### config.mk
export PLATFORM = sky130hd
export DESIGN_NAME = wkb_geometry_stream_parser_core
export DESIGN_NICKNAME = d
export VERILOG_FILES = /design/src/hdl/wkb_pkg.sv /design/src/hdl/wkb_geometry_stream_parser_core.sv
export SDC_FILE = /design/constraint.sdc
export NUM_CORES = 1
export LEC_CHECK = 0
export BUFFER_PORTS_ARGS = -buffer_cell sky130_fd_sc_hd__buf_2
export CELL_PAD_IN_SITES_DETAIL_PLACEMENT = 1
export CELL_PAD_IN_SITES_GLOBAL_PLACEMENT = 2
export CORE_ASPECT_RATIO = 1.75
export CORE_MARGIN = 5
export CORE_UTILIZATION = 37
export CTS_BUF_LIST = sky130_fd_sc_hd__clkbuf_4 sky130_fd_sc_hd__clkbuf_8
export DETAILED_ROUTE_END_ITERATION = 7
export PLACE_DENSITY = 0.81
export SLEW_MARGIN = 40
export SYNTH_ARGS = -nofsm -noshare
export SYNTH_HDL_FRONTEND = slang
export SYNTH_SLANG_ARGS = --single-unit
### constraint.sdc
create_clock -name clk -period 8.55 [get_ports clk]
set_input_delay 2.1375 -clock clk [delete_from_list [all_inputs] [get_ports clk]]
set_output_delay 2.1375 -clock clk [all_outputs]
set_load 0.005 [all_outputs]
### src/hdl/wkb_pkg.sv
package wkb_pkg;

  // Result kinds
  localparam logic [1:0] RK_VERTEX    = 2'd0;
  localparam logic [1:0] RK_EMPTY     = 2'd1;
  localparam logic [1:0] RK_BAD_ORDER = 2'd2;
  localparam logic [1:0] RK_BAD_TYPE  = 2'd3;

  // Geometry kinds
  localparam logic [1:0] GK_NONE  = 2'd0;
  localparam logic [1:0] GK_POINT = 2'd1;
  localparam logic [1:0] GK_LINE  = 2'd2;
  localparam logic [1:0] GK_POLY  = 2'd3;

  // Byte-order byte codes
  localparam logic [7:0] ORDER_BIG    = 8'd0;
  localparam logic [7:0] ORDER_LITTLE = 8'd1;

  // Type word codes
  localparam logic [31:0] TYPE_POINT = 32'd1;
  localparam logic [31:0] TYPE_LINE  = 32'd2;
  localparam logic [31:0] TYPE_POLY  = 32'd3;

  typedef struct packed {
    logic [1:0]  result_kind;
    logic [1:0]  geometry_kind;
    logic [31:0] ring_number;
    logic [63:0] x_bits;
    logic [63:0] y_bits;
    logic        last_in_ring;
    logic        last_in_geometry;
  } wkb_result_t;

endpackage

### src/hdl/wkb_geometry_stream_parser_core.sv
// Well-Known Binary geometry parser, one stream byte per beat. A beat with
// in_first_byte set carries the byte-order byte (0 big endian, 1 little
// endian) and restarts parsing, dropping any partial geometry. The 32-bit
// type follows; points, line strings and polygons are decoded, and every
// completed X/Y pair gives one vertex result carrying the raw IEEE double bit
// patterns, the geometry kind, the polygon ring index and last-in-ring /
// last-in-geometry marks. Zero point counts and zero ring counts give an
// empty marker; a bad byte-order byte or any other type (multi types,
// collections) gives an error result and the rest of the stream is ignored
// until the next first byte. The parse state is updated in a single pass of
// logic per accepted beat, so the block sustains one byte per clock while
// in_ready is high. A result appears on the out_ channel the cycle after
// its last byte is accepted when the output register is free; behind a
// stalled result it waits in the skid register until the output register
// drains. An output register plus a one-entry skid register sit on the
// result side, so the input keeps flowing while a result waits; in_ready
// drops only when both are full. Counts are full 32-bit and no stream length
// is checked.
module wkb_geometry_stream_parser_core
  import wkb_pkg::*;
(
  input  logic        clk,
  input  logic        rst_n,

  input  logic        in_valid,
  output logic        in_ready,
  input  logic [7:0]  in_data_byte,
  input  logic        in_first_byte,

  output logic        out_valid,
  input  logic        out_ready,
  output logic [1:0]  out_result_kind,
  output logic [1:0]  out_geometry_kind,
  output logic [31:0] out_ring_number,
  output logic [63:0] out_x_bits,
  output logic [63:0] out_y_bits,
  output logic        out_last_in_ring,
  output logic        out_last_in_geometry
);

  typedef enum logic [2:0] {
    PH_IDLE,
    PH_TYPE,
    PH_NRINGS,
    PH_NPOINTS,
    PH_XCOORD,
    PH_YCOORD
  } phase_t;

  // Parse state
  phase_t      phase_r, phase_nxt;
  logic [2:0]  pos_r, pos_nxt;
  logic        big_r, big_nxt;
  logic [1:0]  type_r, type_nxt;
  logic [63:0] asm_r, asm_nxt;
  logic [63:0] held_x_r, held_x_nxt;
  logic [31:0] rings_left_r, rings_left_nxt;
  logic [31:0] points_left_r, points_left_nxt;
  logic [31:0] ring_index_r, ring_index_nxt;

  // Result side: output register and skid register
  wkb_result_t out_r, skid_r;
  logic        out_valid_r, skid_valid_r;

  wkb_result_t res;
  logic        res_v;

  logic        in_fire, out_fire;
  logic [63:0] asm_in;
  logic        done4, done8;
  logic [31:0] points_dec, rings_dec;

  assign in_ready = !skid_valid_r;
  assign in_fire  = in_valid && in_ready;
  assign out_fire = out_valid_r && out_ready;

  // Shift the incoming byte into the assembly word in the chosen order.
  assign asm_in = big_r ? {asm_r[55:0], in_data_byte}
                        : (asm_r | (64'(in_data_byte) << {pos_r, 3'b000}));
  assign done4 = (pos_r >= 3'd3);
  assign done8 = (pos_r == 3'd7);

  assign points_dec = points_left_r - 32'd1;
  assign rings_dec  = rings_left_r - 32'd1;

  always_comb begin
    phase_nxt       = phase_r;
    pos_nxt         = pos_r;
    big_nxt         = big_r;
    type_nxt        = type_r;
    asm_nxt         = asm_r;
    held_x_nxt      = held_x_r;
    rings_left_nxt  = rings_left_r;
    points_left_nxt = points_left_r;
    ring_index_nxt  = ring_index_r;
    res             = '0;
    res_v           = 1'b0;

    if (in_fire) begin
      if (in_first_byte) begin
        // Restart: clear everything, then look at the byte-order byte.
        pos_nxt         = '0;
        big_nxt         = 1'b0;
        type_nxt        = GK_NONE;
        asm_nxt         = '0;
        held_x_nxt      = '0;
        rings_left_nxt  = '0;
        points_left_nxt = '0;
        ring_index_nxt  = '0;
        if (in_data_byte == ORDER_BIG) begin
          big_nxt   = 1'b1;
          phase_nxt = PH_TYPE;
        end else if (in_data_byte == ORDER_LITTLE) begin
          phase_nxt = PH_TYPE;
        end else begin
          phase_nxt                 = PH_IDLE;
          res_v                     = 1'b1;
          res.result_kind           = RK_BAD_ORDER;
          res.last_in_geometry      = 1'b1;
        end
      end else begin
        case (phase_r)
          PH_TYPE: begin
            if (!done4) begin
              asm_nxt = asm_in;
              pos_nxt = pos_r + 3'd1;
            end else begin
              asm_nxt = '0;
              pos_nxt = '0;
              if (asm_in[31:0] == TYPE_POINT) begin
                type_nxt        = GK_POINT;
                points_left_nxt = 32'd1;
                phase_nxt       = PH_XCOORD;
              end else if (asm_in[31:0] == TYPE_LINE) begin
                type_nxt  = GK_LINE;
                phase_nxt = PH_NPOINTS;
              end else if (asm_in[31:0] == TYPE_POLY) begin
                type_nxt  = GK_POLY;
                phase_nxt = PH_NRINGS;
              end else begin
                type_nxt             = GK_NONE;
                phase_nxt            = PH_IDLE;
                res_v                = 1'b1;
                res.result_kind      = RK_BAD_TYPE;
                res.last_in_geometry = 1'b1;
              end
            end
          end

          PH_NRINGS: begin
            if (!done4) begin
              asm_nxt = asm_in;
              pos_nxt = pos_r + 3'd1;
            end else begin
              asm_nxt        = '0;
              pos_nxt        = '0;
              rings_left_nxt = asm_in[31:0];
              ring_index_nxt = '0;
              if (asm_in[31:0] == 32'd0) begin
                // Polygon with no rings
                phase_nxt            = PH_IDLE;
                res_v                = 1'b1;
                res.result_kind      = RK_EMPTY;
                res.geometry_kind    = GK_POLY;
                res.last_in_geometry = 1'b1;
              end else begin
                phase_nxt = PH_NPOINTS;
              end
            end
          end

          PH_NPOINTS: begin
            if (!done4) begin
              asm_nxt = asm_in;
              pos_nxt = pos_r + 3'd1;
            end else begin
              asm_nxt         = '0;
              pos_nxt         = '0;
              points_left_nxt = asm_in[31:0];
              if (asm_in[31:0] == 32'd0) begin
                // Empty ring or empty line string: close it with a marker.
                res_v             = 1'b1;
                res.result_kind   = RK_EMPTY;
                res.geometry_kind = type_r;
                res.last_in_ring  = 1'b1;
                if (type_r == GK_POLY) begin
                  res.ring_number      = ring_index_r;
                  rings_left_nxt       = rings_dec;
                  ring_index_nxt       = ring_index_r + 32'd1;
                  res.last_in_geometry = (rings_dec == 32'd0);
                  phase_nxt            = (rings_dec == 32'd0) ? PH_IDLE : PH_NPOINTS;
                end else begin
                  res.last_in_geometry = 1'b1;
                  phase_nxt            = PH_IDLE;
                end
              end else begin
                phase_nxt = PH_XCOORD;
              end
            end
          end

          PH_XCOORD: begin
            if (!done8) begin
              asm_nxt = asm_in;
              pos_nxt = pos_r + 3'd1;
            end else begin
              asm_nxt    = '0;
              pos_nxt    = '0;
              held_x_nxt = asm_in;
              phase_nxt  = PH_YCOORD;
            end
          end

          PH_YCOORD: begin
            if (!done8) begin
              asm_nxt = asm_in;
              pos_nxt = pos_r + 3'd1;
            end else begin
              asm_nxt           = '0;
              pos_nxt           = '0;
              points_left_nxt   = points_dec;
              res_v             = 1'b1;
              res.result_kind   = RK_VERTEX;
              res.geometry_kind = type_r;
              res.x_bits        = held_x_r;
              res.y_bits        = asm_in;
              res.ring_number   = (type_r == GK_POLY) ? ring_index_r : 32'd0;
              if (points_dec != 32'd0) begin
                phase_nxt = PH_XCOORD;
              end else begin
                // Last vertex closes the ring or line.
                res.last_in_ring = 1'b1;
                if (type_r == GK_POLY) begin
                  rings_left_nxt       = rings_dec;
                  ring_index_nxt       = ring_index_r + 32'd1;
                  res.last_in_geometry = (rings_dec == 32'd0);
                  phase_nxt            = (rings_dec == 32'd0) ? PH_IDLE : PH_NPOINTS;
                end else begin
                  res.last_in_geometry = 1'b1;
                  phase_nxt            = PH_IDLE;
                end
              end
            end
          end

          default: begin
            // Idle: drop bytes until the next first byte.
          end
        endcase
      end
    end
  end

  always_ff @(posedge clk) begin
    if (!rst_n) begin
      phase_r       <= PH_IDLE;
      pos_r         <= '0;
      big_r         <= 1'b0;
      type_r        <= GK_NONE;
      asm_r         <= '0;
      held_x_r      <= '0;
      rings_left_r  <= '0;
      points_left_r <= '0;
      ring_index_r  <= '0;
      out_valid_r   <= 1'b0;
      skid_valid_r  <= 1'b0;
    end else begin
      phase_r       <= phase_nxt;
      pos_r         <= pos_nxt;
      big_r         <= big_nxt;
      type_r        <= type_nxt;
      asm_r         <= asm_nxt;
      held_x_r      <= held_x_nxt;
      rings_left_r  <= rings_left_nxt;
      points_left_r <= points_left_nxt;
      ring_index_r  <= ring_index_nxt;

      if (!out_valid_r || out_fire) begin
        // Output register frees up: advance the skid entry, else the new result.
        if (skid_valid_r) begin
          out_valid_r  <= 1'b1;
          skid_valid_r <= res_v;
        end else begin
          out_valid_r <= res_v;
        end
      end else if (res_v) begin
        // Output stalled: hold the new result in the skid register.
        skid_valid_r <= 1'b1;
      end
    end
  end

  // Payload registers, no reset.
  always_ff @(posedge clk) begin
    if (!out_valid_r || out_fire) begin
      if (skid_valid_r) begin
        out_r <= skid_r;
        if (res_v) begin
          skid_r <= res;
        end
      end else if (res_v) begin
        out_r <= res;
      end
    end else if (res_v) begin
      skid_r <= res;
    end
  end

  assign out_valid            = out_valid_r;
  assign out_result_kind      = out_r.result_kind;
  assign out_geometry_kind    = out_r.geometry_kind;
  assign out_ring_number      = out_r.ring_number;
  assign out_x_bits           = out_r.x_bits;
  assign out_y_bits           = out_r.y_bits;
  assign out_last_in_ring     = out_r.last_in_ring;
  assign out_last_in_geometry = out_r.last_in_geometry;

  // Skid entry is only ever filled behind a waiting output entry.
  a_skid_behind_out: assert property (@(posedge clk) disable iff (!rst_n)
    skid_valid_r |-> out_valid_r)
    else $error("skid register full while output register empty");

  // Error results always end the geometry and carry no geometry kind.
  a_error_fields: assert property (@(posedge clk) disable iff (!rst_n)
    out_valid_r && (out_r.result_kind == RK_BAD_ORDER || out_r.result_kind == RK_BAD_TYPE)
    |-> out_r.last_in_geometry && (out_r.geometry_kind == GK_NONE))
    else $error("error result with bad field values");

  // A bad byte-order byte parks the parser in idle.
  a_bad_order_idle: assert property (@(posedge clk) disable iff (!rst_n)
    in_fire && in_first_byte && (in_data_byte != ORDER_BIG) && (in_data_byte != ORDER_LITTLE)
    |=> phase_r == PH_IDLE)
    else $error("parser not idle after bad byte order");

  // Only polygons carry a ring number.
  a_ring_only_poly: assert property (@(posedge clk) disable iff (!rst_n)
    out_valid_r && (out_r.ring_number != 32'd0) |-> out_r.geometry_kind == GK_POLY)
    else $error("ring number on a non-polygon result");

  // Ring count phase only follows a polygon type.
  a_nrings_poly: assert property (@(posedge clk) disable iff (!rst_n)
    (phase_r == PH_NRINGS) |-> (type_r == GK_POLY))
    else $error("ring count phase without polygon type");

endmodule

; ---- Word level (Yosys, flattened, before mapping)
; Cells that the tools add are included.
[op_classes]
reduce_logical = 30
bitwise = 1
n_shift = 1
n_eq_ne = 20
muxes = 104
order_cmp = 1
add_sub_neg = 4
[ops]
columns = op, n
row1 = $mux 166, 6
row2 = $mux 32, 19
row3 = $mux 64, 7
row4 = $pmux 32 s3, 3
row5 = $mux 164, 1
row6 = $mux 163, 1
row7 = $mux 128, 1
row8 = $pmux 64 s2, 1
row9 = $mux 35, 2
row10 = $eq 32x2->1 const B, 2
row11 = $logic_not 32->1, 2
row12 = $or 64x64->64, 1
row13 = $pmux 32 s2, 1
row14 = $shl 8x6->64, 1
row15 = $sub 32x1->32 const B, 2
row16 = $mux 2, 21
row17 = $mux 3, 14
row18 = $add 32x1->32 const B, 1
row19 = $eq 32x1->1 const B, 1
row20 = $reduce_bool 32->1, 1
row21 = $ne 3x3->1 const B, 8
row22 = $mux 1, 20
row23 = $pmux 3 s5, 1
row24 = $reduce_and 7->1, 2
row25 = 27 further kinds, 42
[totals]
register_bits = 567
wordCells = 186
output_inout_bits = 168
in_bits = 13

; ---- Longest topological paths before layout
; Gate-level depths: netlist of the first run.
[depth]
ltp_word = 14
ltp_mapped = 16
depth_no_buf = 11

; ---- Worst setup path after synthesis of the first run
; No wires, ideal clock.
[synth_path]
path_kind = input to register
start = input port in_data_byte[5]
end = register skid_r[0] (netlist name), enable pin
setup_ns = 0.545
t_arrival_ns = 8.089
slack_ns = -0.084
t_required_ns = 8.005
n_path_buf = 1
stages = 9
path_cell_list = clkbuf_1 > a211o_1 > or3_1 > nor4_1 > a41oi_1 > nor3_1 > a31oi_1 > a211oi_1 > and2_1
[synth_rtl]
columns = item, line_no
row1 = "start, declared", wkb_geometry_stream_parser_core.sv:27  ; input logic [7:0] in_data_byte,
row2 = "end signal, assigned", wkb_geometry_stream_parser_core.sv:299  ; skid_r <= res;
row3 = "end signal, assigned", wkb_geometry_stream_parser_core.sv:305  ; skid_r <= res;
row4 = "end, declared", wkb_geometry_stream_parser_core.sv:62  ; wkb_result_t out_r, skid_r;

; ---- Worst setup path in the final report of the first run
[layout_path]
start = input port in_data_byte[5]
end = register out_r, in the netlist out_y_bits[26], enable pin
[layout_via]
elab_chain_cells = 13
word_cells_on_any_way = 22
classes_between = 4 x eq/ne / 1 x shift / 12 x mux / 1 x bitwise / 4 x reduce/logical
[layout_rtl]
columns = item, line_no
row1 = $shl 8x6->64, wkb_geometry_stream_parser_core.sv:79  ; : (asm_r | (64'(in_data_byte) << {pos_r, 3'b000}));
row2 = $or 64x64->64, wkb_geometry_stream_parser_core.sv:79
row3 = $mux 64, wkb_geometry_stream_parser_core.sv:78  ; assign asm_in = big_r ? {asm_r[55:0], in_data_byte}
row4 = $eq 32x2->1, wkb_geometry_stream_parser_core.sv:137  ; end else if (asm_in[31:0] == TYPE_POLY) begin
row5 = $mux 1, wkb_geometry_stream_parser_core.sv:137
row6 = $mux 1, wkb_geometry_stream_parser_core.sv:134  ; end else if (asm_in[31:0] == TYPE_LINE) begin
row7 = $mux 1, wkb_geometry_stream_parser_core.sv:130  ; if (asm_in[31:0] == TYPE_POINT) begin
row8 = $mux 1, wkb_geometry_stream_parser_core.sv:124  ; if (!done4) begin
row9 = $pmux 1 s3, wkb_geometry_stream_parser_core.sv:122  ; case (phase_r)
row10 = $mux 1 *, wkb_geometry_stream_parser_core.sv:100  ; if (in_first_byte) begin
row11 = $mux 1 *, wkb_geometry_stream_parser_core.sv:99  ; if (in_fire) begin
row12 = $reduce_bool 2->1 (no source line) *, -
row13 = $reduce_and 2->1 (no source line) *, -
row14 = "end signal, assigned", wkb_geometry_stream_parser_core.sv:297  ; out_r <= skid_r;
row15 = "end signal, assigned", wkb_geometry_stream_parser_core.sv:302  ; out_r <= res;
row16 = "end, declared", wkb_geometry_stream_parser_core.sv:62
; Every way passes the cells marked *; elsewhere a longest branch is shown, timed or not.
; A chain may end at the register's enable or synchronous reset.

==> impl_summary.md, run 1 <==
Outcome
The run finished with clean final reports.

Power
Of the total power, combinational logic draws 6.7%. The switching component of the power is 1429 uW. In this run switching power makes up between 20% and 30% of total power.

The worst-case IR drop observed on VDD is 121.7 uV. The sequential cell fraction of total power is 50.8%. The areal power density over the cells is 196.8 mW/mm^2. The static leakage power is roughly 0.012 uW.

Cell internal power was estimated by the tool at 4359 uW. The part of the power in the clock network is a little over two fifths.

Route
The total detailed-routing wirelength is between 80000 and 90000 microns. The pre-antenna-repair detailed-routing pass consisted of 5 iterations. The detail route stage leaves a number of antenna-violating nets equal to 0. Detailed routing inserted a total of 20792 vias. The detailed router finished its first iteration with roughly 1100 violations. After detailed routing, the number of remaining DRC violations is 0. The detailed-route vias per instance is 5.756.

The average wire length per cell after detail routing is 23.85 microns.

Setup path
For the worst setup path, the data arrival time is slightly above 6000 ps. The critical path is of the primary input to flop type. For the worst setup path, the data required time is 8900 ps. STA classifies the critical path startpoint as a primary input. The maximum net fanout on the critical path is 58. The category of the worst setup path capture point is a flop.

Logic synthesis
The number of nets produced by synthesis is 2539. For this run, the number of Yosys warnings is 0. The number of enable flip-flop cells after synthesis is approximately 330. The most used flip-flop cell after synthesis is edfxtp_1. In this run the cell area of the synthesized design comes to about 0.026 sq mm. The gate count after technology mapping is 2516. In the synthesized netlist the async set-or-reset flop fraction comes to 0%.

The sequential cell area fraction in the yosys report is 57.13%. The number of distinct library cells after synthesis is 85. The average instance area after synthesis is 10.21 sq um. Synthesis inferred 567 register bits.

STA
Setup violations remaining at the end of the flow were counted as 0. The number of max-slew violations in the final report is 0. After layout, the minimum clock period comes to 5836 ps. The transition time at the pin with the least slew margin is 858.2 ps. Between clock sinks in the finished design, the worst skew comes to ~39 ps. Setup repair after global routing left no endpoint under its margin.

Timing would allow up to 0.1713 GHz. The worst relative slew slack is 42.26%. The total negative slack is 0 ps. Dividing the final minimum period by the clock period gives 68.26%. The hold violation count in the final report was 0.

Floorplan
For this design the top-level I/O count stands at 181. The initialized floorplan defines 127 standard-cell rows. The starting density of the core is 37.42%. The core region is roughly 0.07 sq mm.

The die area is 0.07500 sq mm. In this run the vertical extent of the chip is 358.6 microns. From left edge to right edge, the die measures 209.2 microns.

Place
In this run the cell area measured after placement is approximately 0.028 sq mm. The sum of net half-perimeters after detailed placement is 58320 microns. At the end of routability-driven placement, the weighted congestion stood at 0.8942. During placement, the flow inserted port buffers numbering 180.

Clocking
The number of buffers inserted for hold repair after clock tree synthesis is 0. The clock tree root buffer cell is clkbuf_8. The clock latency of the later-clocked register in the worst-skew pair is 710 ps. After clock tree synthesis, the repair step resized 0 gates. The H-tree depth is 3. The clock sink total is 567. The clock passes through at most 3 buffers.

In this run the post-CTS setup repair buffer count came out at 0. The number of buffers inserted during clock tree synthesis is 86. TritonCTS built the clock tree.

The clock transition at the register clock pins on the worst setup and hold paths after CTS is approximately 60 ps.

GRT
Entering global routing, the biggest net connects 101 pins. The combined global-route utilization of all metal layers is between 20 and 25%. Global routing consumed, on the met1 layer, between 20 and 25% of the routing resources. The via count of the first global-routing pass is around 22000. The first-pass GRT wire length is ~130000 microns. The global route total overflow is 0. Global routing consumed, on the met3 layer, 3.213% of the routing resources.

The met2 routing resource usage after global routing is 41.20%. met2 is the most crowded layer. The initial antenna violation count is 1.

Run
The number of violations of the max-capacitance limit is 0.

Finish
The library cell used most frequently in the layout, excluding fill and tap cells, is edfxtp_1. The net count of the finished layout is 2658. The fraction of layout instances using a drive strength above 1 is 15.81%. The layout has 7700 filler cells. The growth of design area from synthesis to finish is 14.52%. The final cell area excluding filler cells is 0.02941 sq mm. In the layout the commonest cells are edfxtp_1, nor2_1, dfxtp_1, nand2_1, a21oi_1.

Hold path
The type of the worst min-delay path is flop to flop.
area by class of cell:
| cell class | instances | area (sq um) | share of cell area (%) |
|---|---|---|---|
| inverter | 25 | 101.3 | 0.3445 |
| tap | 903 | 1130 | 3.841 |
| clock buffer | 116 | 1421 | 4.832 |
| sequential | 567 | 14680 | 49.90 |
| antenna | 1 | 2.502 | 0.008507 |
| clock inverter | 45 | 456.7 | 1.553 |
| multi-input combinational | 1721 | 10230 | 34.78 |
| timing repair buffer | 234 | 1393 | 4.734 |
layer usage:
metal  vias to the layer above  routed length, microns
li1                       9612                       -
met2                       529                   45140
met3                       196                    3328
met5                         -                       0
met4                         0                    4863
met1                     10455                   32800
synthesized netlist by cell type, drive strengths merged, types with 16 or more instances:
master / number / area, sq um
o21ai: 78 / 394.1
or4: 23 / 176.4
a22oi: 68 / 510.5
a211o: 16 / 140.1
nand2: 232 / 870.8
xor2: 17 / 148.9
a22o: 39 / 341.6
inv: 23 / 86.33
and3: 93 / 581.8
edfxtp: 332 / 9970
buf: 23 / 133.9
nor2: 276 / 1036
or3: 23 / 148.9
clkbuf: 180 / 678.2
nand3: 34 / 170.2
a21oi: 193 / 969.7
nor4: 48 / 321.6
and2: 66 / 412.9
a211oi: 49 / 367.9
dfxtp: 235 / 4705
a21o: 135 / 1013
nor3: 97 / 485.5
worst paths after layout:
check                           slack [ps]             end            start  cells after the start
worst max-delay path                  2710  out_y_bits[26]  in_data_byte[5]                     10
worst min-delay path                   450    held_x_r[43]     held_x_r[43]                      2
worst max register to register        3340  out_y_bits[26]            big_r                     11
worst min register to register         450    held_x_r[43]     held_x_r[43]                      2
critical path, cell delays in order:
cell and delay, ps:
buf_2 200, a211o_1 340, or3_1 390, nor4_1 410, a41oi_1 270, nor3_1 590
a31oi_1 170, a211oi_1 540, o21ba_4 660, buf_12 350
flip-flops by register name (all words and copies together), names as in the netlist, 2 cells and up:
signal,count
out_x_bits,64
ring_index_r,32
out_geometry_kind,2
points_left_r,32
type_r,2
rings_left_r,32
out_ring_number,32
held_x_r,64
skid_r,166
out_result_kind,2
out_y_bits,64
pos_r,3
phase_r,3
asm_r,64
power by group through the flow:
stage	Combinational, uW	Sequential [uW]	Clock (uW)
after floorplan	241	2990	0
after global placement	374	3000	0
after detailed placement	384	3000	0
after CTS	385	2940	2540
after global routing	416	2940	2670
final	385	2940	2470
through the flow:
stage	hold WS, ps	setup slack, ps	util [%]	instances	power [uW]
floorplan	431.9	1535	-	2516	3229
global placement	438.3	2130	39.95	3446	3370
detailed placement	444.9	2006	40.07	3449	3380
CTS	453.3	2751	42.81	3610	5867
global route	470.8	2549	42.85	3612	6025
finish	451.0	2714	42.85	3612	5788
cell families (layout without fill, tap and decap cells):
group,Yosys count,in the layout,synth area share [%]
adder cells (fa/ha/maj),10,10,0.4871
flip-flops,567,567,57.13
AO/OA/AOI/OAI,713,713,19.07
other,0,1,0
XOR/XNOR,29,29,0.9888
multiplexers,6,6,0.2387
buffers and inverters,228,420,3.527
AND/OR/NAND/NOR,963,963,18.56
(Power assumes the default switching activity.)
==> run 2, diff against run 1 <==
- ABC_AREA: default -> 1
- CORE_UTILIZATION: 37 -> 34
- clock period: 8.55 -> 4.9 ns (I/O delays scaled with it)
==> run 2 against run 1 <==
Via count increased by 13%. Final cell count increased by 27%. Sequential power increased by 79%. Critical endpoint unchanged. Largest power group unchanged. Highest routed layer unchanged.
==> impl_summary.md, run 2 <==
Finish
The net count of the finished layout is about 3500. The growth of design area from synthesis to finish is 14.68%. In the final layout, the share of cells above drive strength 1 is 12.86%. The commonest non-fill, non-tap cell in the layout is nand2_1. More flip-flops sit in one register than any other, and that register is skid_r.

The library cells used most frequently in the layout, excluding fill and tap cells, are nand2_1, nor2_1, edfxtp_1, inv_1, o21ai_0. At the end of the flow the core is filled with cells to 39.12%. The register with the most flip-flops in the layout has 166 of them.

STA
The hold violation count in the final report is 0. Derived from the worst setup path, the maximum achievable clock frequency is around 0.25 GHz. The largest clock skew in the final design is 51.24 ps.

Setup repair after global routing left no endpoint under its margin. At the pin with the least slew margin, the transition time is approximately 850 ps. The worst path uses 83.25% of the clock period. The number of max-slew violations in the final report came to 0. The shortest clock period the worst path allows after layout is around 4100 ps. The worst relative slew slack is 43.06%. The worst-case hold slack is 463.3 ps. Setup violations remaining at the end of the flow were counted as 0.

Setup path
The maximum net fanout on the critical path is 121. The cell family with the largest share of critical-path delay is simple AND/OR/NAND/NOR gates. For the worst setup path, the data required time is 5260 ps.

By instance count, the cell type seen most on the critical path is nand2_1. The setup path with the least slack is of type flop to flop. The category of the worst setup path capture point is a flop. The standard cell with the maximum stage delay on the critical path is dfxtp_1. The critical path goes through inv_2, nand3_1, o21ai_1, nand2_1, nand2_1, nor2_1, nand2_1, nor2_1, nand4_1, nand3_1, nand2_1, nand2_1, nand2_2, a21oi_4, buf_12, buf_16.

The endpoint arrival time on the critical path is 4430 ps. The worst register-to-register path has a setup slack of between 800 and 900 ps. The worst reg2reg path startpoint is pos_r[1]. The worst register-to-register path ends at out_y_bits[26]. The number of buffer and inverter stages on the critical path is 3. The cell depth of the worst flop-to-flop path is 16. For this run, the slowest stage of the critical path takes a little over 800 ps.

The type of element launching the critical path is a flop.

Hold path
The worst hold path passes through 2 cells. In this run the most critical hold path is launched from asm_r[12]. In this run the worst hold path is classified as flop to flop.

The worst min-delay path endpoint is asm_r[12].

Power
The areal power density over the cells is between 300 and 400 mW/mm^2. Summed over all cells, the static leakage comes to around 0.011 uW. The peak supply drop is about 190 uV.

Clocking
The clock tree synthesis step divided the H-tree into 3 levels. The root buffer cell chosen for the clock tree is clkbuf_8. The number of clock buffers added by TritonCTS is 88. For the worst-skew pair, the clock arrives at the later sink with an insertion delay of 770 ps.

The number of buffers inserted for hold repair after clock tree synthesis is 0. Clock-pin slew was measured on the worst setup and hold paths at 80 ps. Clock tree synthesis found a total of about 570 sinks. Buffers added to address setup during post-CTS repair amount to 0.

Post-CTS repair changed the size of 0 cells. The maximum clock path buffer count is 3. TritonCTS built the clock tree.

Logic synthesis
The number of enable flip-flop cells after synthesis is approximately 330. For this run, the leading register cell type out of synthesis is edfxtp_1. The gate count after technology mapping is 3344. The most frequent cell after synthesis is nand2_1. The largest total area in the synthesized netlist belongs to edfxtp_1. Dividing the synthesized area by the synthesized cell count gives 8.097 sq um. In this run the biggest area consumer among cell types represents about 37% of the synthesized area. The proportion of register bits with asynchronous set or reset after synthesis is 0%.

By count the netlist is led by nand2_1, nor2_1, edfxtp_1, inv_1, o21ai_0. The number of storage elements in the synthesis netlist is 567. The cell area that synthesis handed to floorplanning was 0.02708 sq mm. After synthesis, the cell types taking the most area are edfxtp_1, dfxtp_1, nand2_1. For this run, the register share of the synthesized area comes to 54.19%. The number of nets produced by synthesis is 3367. Counting distinct cell types in the post-synthesis netlist gives 50. Yosys printed 0 warnings.

GRT
Entering global routing, the biggest net connects 164 pins. The initial antenna violation count is 1. For this run the aggregate overflow at the end of global routing stands at 0. Global routing consumed, over all layers together, a little over a fifth of the routing resources.

The via count of the first global-routing pass came to 23974. The first global-routing pass estimated 144500 microns of wire.

Place
The sum of net half-perimeters after detailed placement is 67620 microns. The global placement routability congestion is 0.8969. Buffers placed on the I/O ports in this run total 180.

Route
For this run, design rule violations remaining after detail routing come to 0. For this block, the routed nets add up to 94470 microns of wire. For this block, the initial DRC count from the detailed router was 1169. In this run the remaining antenna-violating nets after routing total 0. After detailed routing, the average wire length per cell comes to 20.55 microns.

The routed layout has around 23000 vias. The number of iterations in the first detailed-routing pass is 5. The detailed-route vias per instance is 5.089.

Floorplan
The floorplan has 137 rows. In this run the count of I/O pins placed on the die edge is approximately 180. The die area is 0.08560 sq mm.

The floorplan die width is ~220 microns. The floorplan step set the die height to approximately 380 microns. The area inside the core boundary is 0.07936 sq mm.

The starting density of the core is 34.12%.

Outcome
The run finished with clean final reports.

Run
The tool flagged a number of max-cap violations equal to 0.
-- run 2: kinds of logic after synthesis --
family / share of synthesized area [%]
AO/OA/AOI/OAI: 12.81
XOR/XNOR: 1.197
adder cells (fa/ha/maj): 0.4621
buffers and inverters: 7.070
flip-flops: 54.19
AND/OR/NAND/NOR: 24.27
-- run 2: per-layer routing --
metal	global-route usage (%)	vias to the layer above	share of wire [%]
li1	-	11408	-
met5	0	-	0
met3	2.671	177	3.3
met2	38.87	472	51
met1	24.89	11336	40
met4	11.41	0	5.8
-- run 2: cell type report --
cell class	instances	area [sq um]
clock inverters	54	435.4
diodes	2	5.005
inverters	291	1102
flip-flops and latches	567	14680
fillers	9597	48310
well taps	1042	1304
multi-input cells	2291	10620
clock buffers	111	1409
repair buffers	239	1494
-- run 2: per-stage QoR --
stage	power, uW	setup WS (ps)	TNS [ps]	area [sq um]	cells
global route	11210	595.9	0	31050	4596
floorplan	6125	-615.9	-154630	27230	3344
finish	10710	820.9	0	31050	4597
CTS	10870	881.1	0	31020	4594
detailed placement	6576	603.9	0	29170	4429
global placement	6554	666.2	0	29130	4428
-- run 2: where the power goes --
group / total, uW / internal (uW) / switching (uW)
Clock: 4230 / 2190 / 2040
Sequential: 5260 / 5170 / 90.4
Combinational: 1210 / 325 / 886
Total: 10700 / 7690 / 3020
-- run 2: how the worst max path moves through the flow --
stage	to	cells past startpoint	startpoint	slack, ps
floorplan	out_geometry_kind[0]	14	in_data_byte[3]	-620
global placement	out_y_bits[55]	15	in_data_byte[5]	670
detailed placement	out_y_bits[52]	15	in_data_byte[5]	600
CTS	out_ring_number[23]	15	pos_r[1]	880
global route	out_y_bits[31]	19	pos_r[0]	600
finish	out_y_bits[26]	16	pos_r[1]	820
-- run 2: worst min-delay path, cell delays in order, from the launching register on --
cell	delay (ps)
dfxtp_1	310
nand2_1	60
a21oi_1	50
